[src/rtl/utbd_pkg.sv]
package utbd_pkg;

    localparam logic [6:0] DIGIT_ZERO   = 7'd48;
    localparam logic [6:0] LETTER_BASE  = 7'd65;
    localparam logic [5:0] LETTER_START = 6'd10;
    localparam logic [5:0] RADIX_MIN    = 6'd2;
    localparam logic [5:0] RADIX_MAX    = 6'd36;

    typedef struct packed {
        logic busy;
        logic done;
        logic nonzero;
    } t_div_stat;

    function automatic logic [6:0] digit_to_ascii(input logic [5:0] d);
        logic [6:0] ch;
        if (d < LETTER_START) begin
            ch = DIGIT_ZERO + 7'(d);
        end else begin
            ch = LETTER_BASE + 7'(d - LETTER_START);
        end
        return ch;
    endfunction

endpackage

[src/rtl/utbd_div.sv]
module utbd_div import utbd_pkg::*; #(
    parameter int VALUE_BITS = 64
) (
    input  logic                  i_clk,
    input  logic                  i_rst_n,
    input  logic                  i_start,
    input  logic [VALUE_BITS-1:0] i_dividend,
    input  logic [5:0]            i_radix,
    output logic [VALUE_BITS-1:0] o_quotient,
    output logic [5:0]            o_remainder,
    output t_div_stat             o_stat
);

    localparam int CW = $clog2(VALUE_BITS);

    logic [VALUE_BITS-1:0] r_work;
    logic [5:0]            r_rem;
    logic [CW-1:0]         r_cnt;
    logic                  r_busy;
    logic                  r_done;
    logic                  r_nz;

    logic [6:0] trial;
    logic       q_bit;
    logic [5:0] n_rem;

    // Restoring division, one dividend bit per cycle. The quotient bits
    // shift into the bottom of the working register as the dividend leaves.
    always_comb begin
        trial = {r_rem, r_work[VALUE_BITS-1]};
        q_bit = (trial >= {1'b0, i_radix});
        if (q_bit) begin
            n_rem = 6'(trial - {1'b0, i_radix});
        end else begin
            n_rem = trial[5:0];
        end
    end

    always_ff @(posedge i_clk) begin
        if (!i_rst_n) begin
            r_busy <= 1'b0;
            r_done <= 1'b0;
        end else begin
            r_done <= 1'b0;
            if (i_start) begin
                r_busy <= 1'b1;
            end else if (r_busy && r_cnt == '0) begin
                r_busy <= 1'b0;
                r_done <= 1'b1;
            end
        end
    end

    always_ff @(posedge i_clk) begin
        if (i_start) begin
            r_work <= i_dividend;
            r_rem  <= '0;
            r_cnt  <= CW'(VALUE_BITS - 1);
            r_nz   <= 1'b0;
        end else if (r_busy) begin
            r_work <= {r_work[VALUE_BITS-2:0], q_bit};
            r_rem  <= n_rem;
            r_cnt  <= r_cnt - 1'b1;
            r_nz   <= r_nz | q_bit;
        end
    end

    assign o_quotient     = r_work;
    assign o_remainder    = r_rem;
    assign o_stat.busy    = r_busy;
    assign o_stat.done    = r_done;
    assign o_stat.nonzero = r_nz;

endmodule

[src/rtl/uint_to_base_digits.sv]
// Converts an unsigned value to ASCII digits in a radix from 2 to 36, most
// significant digit first, one output beat per digit; the last beat carries
// the last mark and the digit count. A radix outside 2..36 gives a single
// beat with bad_base set. Digits come least significant first out of a
// bit-serial divider and are written to the digit store, then replayed
// from it most significant first through the read, load and output
// states, where each beat waits for the output to be taken. With the
// default sizes a worst-case item has 64 binary digits. One item is
// handled at a time; the input is ready only while the block is idle.
module uint_to_base_digits import utbd_pkg::*; #(
    parameter int VALUE_BITS = 64,
    parameter int MAX_DIGITS = 64
) (
    input  logic        i_clk,
    input  logic        i_rst_n,
    input  logic        i_in_valid,
    output logic        o_in_ready,
    input  logic [63:0] i_value,
    input  logic [5:0]  i_base,
    output logic        o_out_valid,
    input  logic        i_out_ready,
    output logic [6:0]  o_digit_char,
    output logic        o_is_last,
    output logic [6:0]  o_digit_count,
    output logic        o_bad_base
);

    localparam int AW  = $clog2(MAX_DIGITS);
    localparam int CNW = $clog2(MAX_DIGITS + 1);

    typedef enum logic [2:0] {
        S_IDLE,
        S_DIV,
        S_RD,
        S_LOAD,
        S_OUT
    } t_state;

    t_state                r_state;
    logic                  r_div_start;
    logic [VALUE_BITS-1:0] r_div_value;
    logic [5:0]            r_radix;
    logic [CNW-1:0]        r_n;
    logic [AW-1:0]         r_rd_addr;
    logic [5:0]            r_rd_data;
    logic                  r_out_valid;
    logic [6:0]            r_out_char;
    logic                  r_out_last;
    logic [6:0]            r_out_count;
    logic                  r_out_bad;

    logic [5:0]            mem [MAX_DIGITS];

    logic [VALUE_BITS-1:0] div_quot;
    logic [5:0]            div_rem;
    t_div_stat             div_stat;
    logic                  base_bad;
    logic                  digit_wr;

    utbd_div #(
        .VALUE_BITS (VALUE_BITS)
    ) u_div (
        .i_clk       (i_clk),
        .i_rst_n     (i_rst_n),
        .i_start     (r_div_start),
        .i_dividend  (r_div_value),
        .i_radix     (r_radix),
        .o_quotient  (div_quot),
        .o_remainder (div_rem),
        .o_stat      (div_stat)
    );

    assign base_bad = (i_base < RADIX_MIN) || (i_base > RADIX_MAX);
    assign digit_wr = (r_state == S_DIV) && div_stat.done;

    always_ff @(posedge i_clk) begin
        if (digit_wr) begin
            mem[r_n[AW-1:0]] <= div_rem;
        end
        r_rd_data <= mem[r_rd_addr];
    end

    always_ff @(posedge i_clk) begin
        if (!i_rst_n) begin
            r_state     <= S_IDLE;
            r_div_start <= 1'b0;
            r_out_valid <= 1'b0;
        end else begin
            r_div_start <= 1'b0;
            case (r_state)
                S_IDLE: begin
                    if (i_in_valid) begin
                        r_radix     <= i_base;
                        r_div_value <= i_value[VALUE_BITS-1:0];
                        r_n         <= '0;
                        if (base_bad) begin
                            r_out_valid <= 1'b1;
                            r_out_char  <= '0;
                            r_out_last  <= 1'b1;
                            r_out_count <= '0;
                            r_out_bad   <= 1'b1;
                            r_state     <= S_OUT;
                        end else begin
                            r_div_start <= 1'b1;
                            r_state     <= S_DIV;
                        end
                    end
                end
                S_DIV: begin
                    if (div_stat.done) begin
                        r_n <= r_n + 1'b1;
                        // Keep dividing while the quotient is nonzero and the
                        // store still has room.
                        if (div_stat.nonzero && r_n != CNW'(MAX_DIGITS - 1)) begin
                            r_div_value <= div_quot;
                            r_div_start <= 1'b1;
                        end else begin
                            r_rd_addr <= r_n[AW-1:0];
                            r_state   <= S_RD;
                        end
                    end
                end
                S_RD: begin
                    r_state <= S_LOAD;
                end
                S_LOAD: begin
                    r_out_valid <= 1'b1;
                    r_out_char  <= digit_to_ascii(r_rd_data);
                    r_out_last  <= (r_rd_addr == '0);
                    r_out_count <= (r_rd_addr == '0) ? 7'(r_n) : 7'd0;
                    r_out_bad   <= 1'b0;
                    r_state     <= S_OUT;
                end
                S_OUT: begin
                    if (i_out_ready) begin
                        r_out_valid <= 1'b0;
                        if (r_out_last) begin
                            r_state <= S_IDLE;
                        end else begin
                            r_rd_addr <= r_rd_addr - 1'b1;
                            r_state   <= S_RD;
                        end
                    end
                end
                default: begin
                    r_state     <= S_IDLE;
                    r_out_valid <= 1'b0;
                end
            endcase
        end
    end

    assign o_in_ready    = (r_state == S_IDLE);
    assign o_out_valid   = r_out_valid;
    assign o_digit_char  = r_out_char;
    assign o_is_last     = r_out_last;
    assign o_digit_count = r_out_count;
    assign o_bad_base    = r_out_bad;

`ifndef SYNTHESIS
    a_no_overlap: assert property (@(posedge i_clk) disable iff (!i_rst_n)
        o_out_valid |-> !o_in_ready)
        else $error("input ready while an output beat is pending");

    a_bad_single: assert property (@(posedge i_clk) disable iff (!i_rst_n)
        (o_out_valid && o_bad_base) |-> (o_is_last && o_digit_count == 7'd0
            && o_digit_char == 7'd0))
        else $error("bad radix beat is malformed");

    a_count_last: assert property (@(posedge i_clk) disable iff (!i_rst_n)
        (o_out_valid && !o_is_last) |-> (o_digit_count == 7'd0))
        else $error("digit count on a beat that is not last");

    a_start_idle: assert property (@(posedge i_clk) disable iff (!i_rst_n)
        r_div_start |-> !div_stat.busy)
        else $error("divider restarted while busy");

    a_done_state: assert property (@(posedge i_clk) disable iff (!i_rst_n)
        div_stat.done |-> (r_state == S_DIV))
        else $error("divider finished outside the divide phase");
`endif

endmodule
[config.mk]
export PLATFORM = sky130hd
export DESIGN_NAME = uint_to_base_digits
export DESIGN_NICKNAME = d
export VERILOG_FILES = /design/src/rtl/utbd_pkg.sv /design/src/rtl/utbd_div.sv /design/src/rtl/uint_to_base_digits.sv
export SDC_FILE = /design/constraint.sdc
export NUM_CORES = 1
export LEC_CHECK = 0
export BUFFER_PORTS_ARGS = -buffer_cell sky130_fd_sc_hd__buf_2
export CAP_MARGIN = 5
export CORE_UTILIZATION = 50
export DETAILED_ROUTE_END_ITERATION = 6
export GPL_ROUTABILITY_DRIVEN = 0
export PLACE_DENSITY = 0.68
export SLEW_MARGIN = 25
export SYNTH_ARGS = -nofsm -noshare
export SYNTH_HDL_FRONTEND = slang
export SYNTH_SLANG_ARGS = --single-unit
export TNS_END_PERCENT = 5
[constraint.sdc]
create_clock -name i_clk -period 7.6 [get_ports i_clk]
set_input_delay 0 -clock i_clk [delete_from_list [all_inputs] [get_ports i_clk]]
set_output_delay 0 -clock i_clk [all_outputs]
set_load 0.02 [all_outputs]
# After elaboration in Yosys (flattened, before gate mapping)
# Memories as Yosys holds them, arrays and structs flattened. A register that Yosys moved wholly into a read port is not among the register bits.
# Index checks and enable logic that the tools add are counted.
[totals]
ff_bits = 183
ramBits = 384
in_bits = 74
output_inout_bits = 18
wordCells = 109
n_memories = 1
[classes]
add_sub_neg = 7
magnitude_cmp = 4
eq_ne = 12
mux = 44
bitwise_logic = 3
n_reduce_logical = 21
[mem_list]
columns = ["name", "depth", "width", "rd", "rd_ports_with_merged_regs", "wr", "line_no", "text"]
rows = [
  ["mem", 64, 6, 1, 1, 1, "uint_to_base_digits.sv:52", "logic [5:0] mem [MAX_DIGITS];"],
]
[ops]
columns = ["cell", "n"]
rows = [
  ["$mux W64", 5],
  ["$pmux W64 S2", 1],
  ["$mux W7", 6],
  ["$pmux W7 S2", 3],
  ["$mux W6", 5],
  ["$reduce_and A4 Y1", 4],
  ["$mux W3", 5],
  ["$pmux W3 S5", 1],
  ["$logic_not A6 Y1", 2],
  ["$mux W1", 12],
  ["$pmux W6 S2", 1],
  ["$sub A6 B1 Y6 const B", 2],
  ["$reduce_bool A2 Y1", 5],
  ["$ne A2 B2 Y1 const B", 4],
  ["$add A6 B6 Y7 const A", 1],
  ["$add A7 B1 Y7 const B", 1],
  ["$add A7 B7 Y7 const A", 1],
  ["$ge A7 B6 Y1", 1],
  ["$ne A7 B6 Y1 const B", 1],
  ["$sub A6 B4 Y7 const B", 1],
  ["$eq A3 B2 Y1 const B", 2],
  ["$gt A6 B6 Y1 const B", 1],
  ["$lt A6 B2 Y1 const B", 1],
  ["$lt A6 B4 Y1 const B", 1],
  ["other kinds (16)", 24],
]

# Logic depth before layout (Yosys ltp)
[depth]
word_depth = 5
mapped_depth = 9
mapped_depth_nobuf = 9

# By module
# A second synthesis with hierarchy kept.
[hier_totals]
cells_unflattened = 1434
area_unflattened_um2 = 23379.9
[modules_own_cells]
columns = ["module", "instances", "cells_each", "area_per_inst_um2", "seq_area_each_um2"]
rows = [
  ["uint_to_base_digits", 1, 1180, 19718.9, 14724.1],
  ["utbd_div", 1, 254, 3661.0, 2222.1],
]

# Worst setup path after synthesis
# No wires, ideal clock.
[synth_timing]
kind = "reg2reg"
start = "reg r_state[1]"
end = "reg r_div_value[0] (enable)"
setup_time_ps = 584
arrival_ps = 6032
t_required_ps = 7016
setup_slack_ps = 985
stages_incl_launch_ff = 5
path_buffers = 1
period_less_slack_ps = 6615
cell_sequence = "dfxtp_1 > clkbuf_1 > nand2b_1 > nor3_1 > a21boi_0"
[synth_via]
elab_chain_cells = 3
elab_cells_between_ends = 7
classes_between = "4 x eq/ne; 3 x reduce/logical"
[synth_rtl]
columns = ["element", "line_no", "text"]
rows = [
  ["from (decl)", "uint_to_base_digits.sv:39", "t_state r_state;"],
  ["from (signal assigned)", "uint_to_base_digits.sv:85", "r_state <= S_IDLE;"],
  ["from (signal assigned)", "uint_to_base_digits.sv:102", "r_state <= S_OUT;"],
  ["from (signal assigned)", "uint_to_base_digits.sv:105", "r_state <= S_DIV;"],
  ["$eq A3 B1 Y1 / $logic_not A3 Y1 (equally long branches)", "uint_to_base_digits.sv:90", "case (r_state)"],
  ["$ne A2 B1 Y1 (no line), or another cell as far along", "n/a", ""],
  ["$reduce_and A5 Y1 (no line) *", "n/a", ""],
  ["to (signal assigned)", "uint_to_base_digits.sv:94", "r_div_value <= i_value[VALUE_BITS-1:0];"],
  ["to (signal assigned)", "uint_to_base_digits.sv:115", "r_div_value <= div_quot;"],
  ["to (decl)", "uint_to_base_digits.sv:41", "logic [VALUE_BITS-1:0] r_div_value;"],
]
# Every way passes the cells marked *; elsewhere a longest branch is shown, timed or not.
# A chain may end at the register's enable or synchronous reset.

# Final worst setup path
[layout_timing]
start = "reg r_state[0]"
end = "mem mem[46][4] (enable)"
[layout_via]
elab_chain_cells = 4
[layout_rtl]
columns = ["element", "line_no", "text"]
rows = [
  ["$eq A3 B1 Y1", "uint_to_base_digits.sv:74", "assign digit_wr = (r_state == S_DIV) && div_stat.done;"],
  ["$logic_and A1 B1 Y1", "uint_to_base_digits.sv:74", ""],
  ["$mux W1", "uint_to_base_digits.sv:77", "if (digit_wr) begin"],
  ["$mux W1 (not written as such)", "uint_to_base_digits.sv:78", "mem[r_n[AW-1:0]] <= div_rem;"],
  ["to (decl)", "uint_to_base_digits.sv:52", ""],
]
# No other way between the ends.

==> run metrics <==
startpoint of the most critical register-to-register path=r_state[0]; initial antenna violation count=0; pin slew with the least headroom to its limit=approximately 1.1 ns; routed via count divided by cell count=5.702; area fraction of the dominant cell type after synthesis=between 60% and 70%; final-report max-slew violation count=0; die area=roughly 48000 um^2; Placement Rows=79; cell taking the most area after synthesis=edfxtp_1; type of the most critical hold path=in2reg; residual overflow from global routing=0; number of diodes added for antenna fixing=0; TritonCTS buffer count=56; 1st-iter DRT viols=between 1k and 1.5k; Required @ worst endpoint=7.85 ns; starting utilization of the core area=roughly half; final antenna-violating net count=0; number of iterations in the first detailed-routing pass=6; ratio of total power to cell area=between 200 and 300 nW/um^2; combinational group share of total power=approximately 7.1%; element type at the critical path end=flip-flop; Leakage Power=between 9 and 10 nW; internal power of the cells=roughly 0.0057 W; Clock power frac=38.6%; unrepaired setup endpoints after global routing=false; Num Clock Sinks=573; period utilization=45.55%; insertion delay to the later sink of the worst-skew pair=around 0.6 ns; CTS max path bufs=3; share of layout cells above drive strength 1=between 20% and 30%; WL/cell=between 20 and 25 um; shortest clock period the worst path allows after layout=3.462 ns; Yosys warning total=0; most used standard cell by instance count after synthesis=edfxtp_1; number of global-route vias before repair=about 13k; count of flip-flops with a built-in enable after synthesis=between 500 and 600; share of flip-flops with an asynchronous set or reset after synthesis=0%; TritonCTS clock tree=yes; area of the core region=around 46000 um^2; Clock Root Buffer=clkbuf_16; Psw=between 0.0015 and 0.002 W; fraction of power spent switching nets=a little under a quarter; maximum fanout count along the critical path=70; Post-Route Setup TNS=0 ns; Die Height=218.8 um; Synthesized Nets=roughly 1.5k; area of all sequential standard cells=16970 um^2; Remaining DRCs=0; post-synth design cell area=23510 um^2; flip-flop and latch count after synthesis=between 500 and 600; sequential cell fraction of total power=54.4%; setup violation total in the final timing report=0; number of input and output port buffers inserted=91; multi-input logic area=6087 um^2; run status=finished clean; chip width=roughly 220 um; synth top area cells=edfxtp_1, mux4_2, nand2_1, mux2_2, dfxtp_1; worst vdd ir=between 0.2 and 0.25 mV; signal arrival time at the worst endpoint=approximately 3.7 ns; number of setup buffers added after CTS=0; Startpoint Class=flip-flop; number of H-tree branching levels=2; crit path kind=reg2reg; worst-case clock skew=0.03096 ns; detailed placement HPWL=just under 30000 um; Netlist cell types=63; overall via count from detail_route=12.92k; Maximum Capacitance Violations=0; maximum number of pins on one net before global-route repair=about 120; layout-stage area growth over the synthesis result=15.48%; placed inst area=24470 um^2; layout net count=between 1.5k and 2k; launch point of the critical path=r_state[0]; clock slew seen by the registers of the worst setup and hold paths=roughly 0.06 ns; fill cell count=between 3k and 4k; Hold Vio Cnt, Final=0; final std cell area, no fill=27150 um^2; number of instances resized during post-cts repair=0; Seq/Total Area, Yosys=between 70% and 80%; worst hold path startpoint=i_base[0]; global-route wire length before repair=about 78000 um; Commonest cells post-synth=edfxtp_1, nand2_1, nor2_1; Post-Syn Instances=between 1k and 1.5k; flip-flop cell with the highest count after synthesis=edfxtp_1; I/O pin count=about 90; GRT Util Overall=21.76%; tightest slew margin relative to the limit=28.02%; fmax=288.9 MHz; Syn Area/Cell=~16 um^2; final routed wirelength across all metal layers=between 50000 and 60000 um
placed cells by master, fill, tap and decap left out, types with 6 or more instances in the layout:
cell,instances
mux2_2,77
nand2b_1,13
clkinv_2,10
and2_1,11
nand3b_1,6
a221oi_1,6
mux4_2,80
a21oi_1,25
dlygate4sd3_1,76
a211oi_1,6
clkinv_1,13
buf_4,12
a22oi_1,22
nor2b_1,12
edfxtp_1,547
xnor2_1,12
xor2_1,7
bufinv_16,11
ha_1,14
dfxtp_1,19
inv_1,24
nor3_1,16
mux2i_1,20
a221o_1,6
o211ai_1,7
nand3_1,16
nor2_1,97
nand2_1,239
o21ai_0,15
clkbuf_16,56
buf_2,91
o21ai_1,8
cell families (layout without fill, tap and decap cells):
family / count (synthesis) / count (layout) / share of synthesized area, %
simple gates: 435 / 435 / 7.968
buf+inv: 102 / 307 / 2.119
compound gates: 126 / 126 / 3.710
flops: 573 / 573 / 72.09
xor+xnor: 19 / 19 / 0.7079
fa+ha+maj: 15 / 15 / 0.8304
mux: 184 / 184 / 12.57
cell type report:
cell class | instances | area share (%)
Clock buffer | 61 | 5.231
Clock inverter | 41 | 1.811
Inverter | 25 | 0.3457
Multi-Input combinational cell | 779 | 22.42
Sequential cell | 573 | 62.50
Tap cell | 607 | 2.798
Timing Repair Buffer | 180 | 4.886
worst max-delay path: stages, from the launching register on:
cell,delay (ns)
dfxtp_1,0.57
nor3b_4,0.25
buf_4,0.63
nand2_1,0.24
nor2_1,0.30
nand3_1,0.49
nor2_1,0.59
sequential cells by signal, indices dropped and copies added, names as in the netlist, 7 cells and up:
register          count
r_div_value          64
mem                 384
u_div.o_quotient     64
o_digit_char          7
r_n                   7
o_digit_count         7
power by group through the flow:
stage                     clock network (W)  registers (W)  logic [W]
after global placement                    0        0.00415   0.000488
final                               0.00289        0.00408   0.000529
after global routing                0.00304        0.00411   0.000589
after CTS                           0.00293        0.00408   0.000530
after floorplan                           0        0.00403   0.000327
after detailed placement                  0        0.00415   0.000495
stage by stage:
stage | util [%] | total power, W | hold slack, ns | setup slack (ns) | cells
2_1_floorplan | - | 0.004362 | 0.09887 | 0.9846 | 1454
3_3_place_gp | 52.66 | 0.004633 | 0.1914 | 4.221 | 2088
3_5_place_dp | 52.66 | 0.004642 | 0.1963 | 4.159 | 2088
4_1_cts | 58.42 | 0.007544 | 0.08322 | 4.122 | 2266
5_1_grt | 58.43 | 0.007740 | 0.1095 | 3.914 | 2266
6_report | 58.43 | 0.007499 | 0.1337 | 4.138 | 2266
per-layer routing:
layer  GRT usage (%)  wire (um)  vias up
li1                -          -     5864
met1           29.46      21170     6473
met2           35.37      24830      486
met3           4.172       3132       97
met4           7.593       1516        0
met5               0          0        -
repair_timing:
| action | CTS | global route |
|---|---|---|
| hold endpoints to repair | 89 | 0 |
| hold buffers | 76 | 0 |
| endpoints found under the setup margin | 0 | 0 |
final timing paths:
check | slack (ns) | cells past startpoint | end
max | 4.14 | 6 | mem[46][4]
min | 0.13 | 2 | r_radix[0]
max reg2reg | 4.14 | 6 | mem[46][4]
min reg2reg | 0.46 | 2 | u_div.r_nz
No activity file was read; power rests on OpenSTA's default activity.
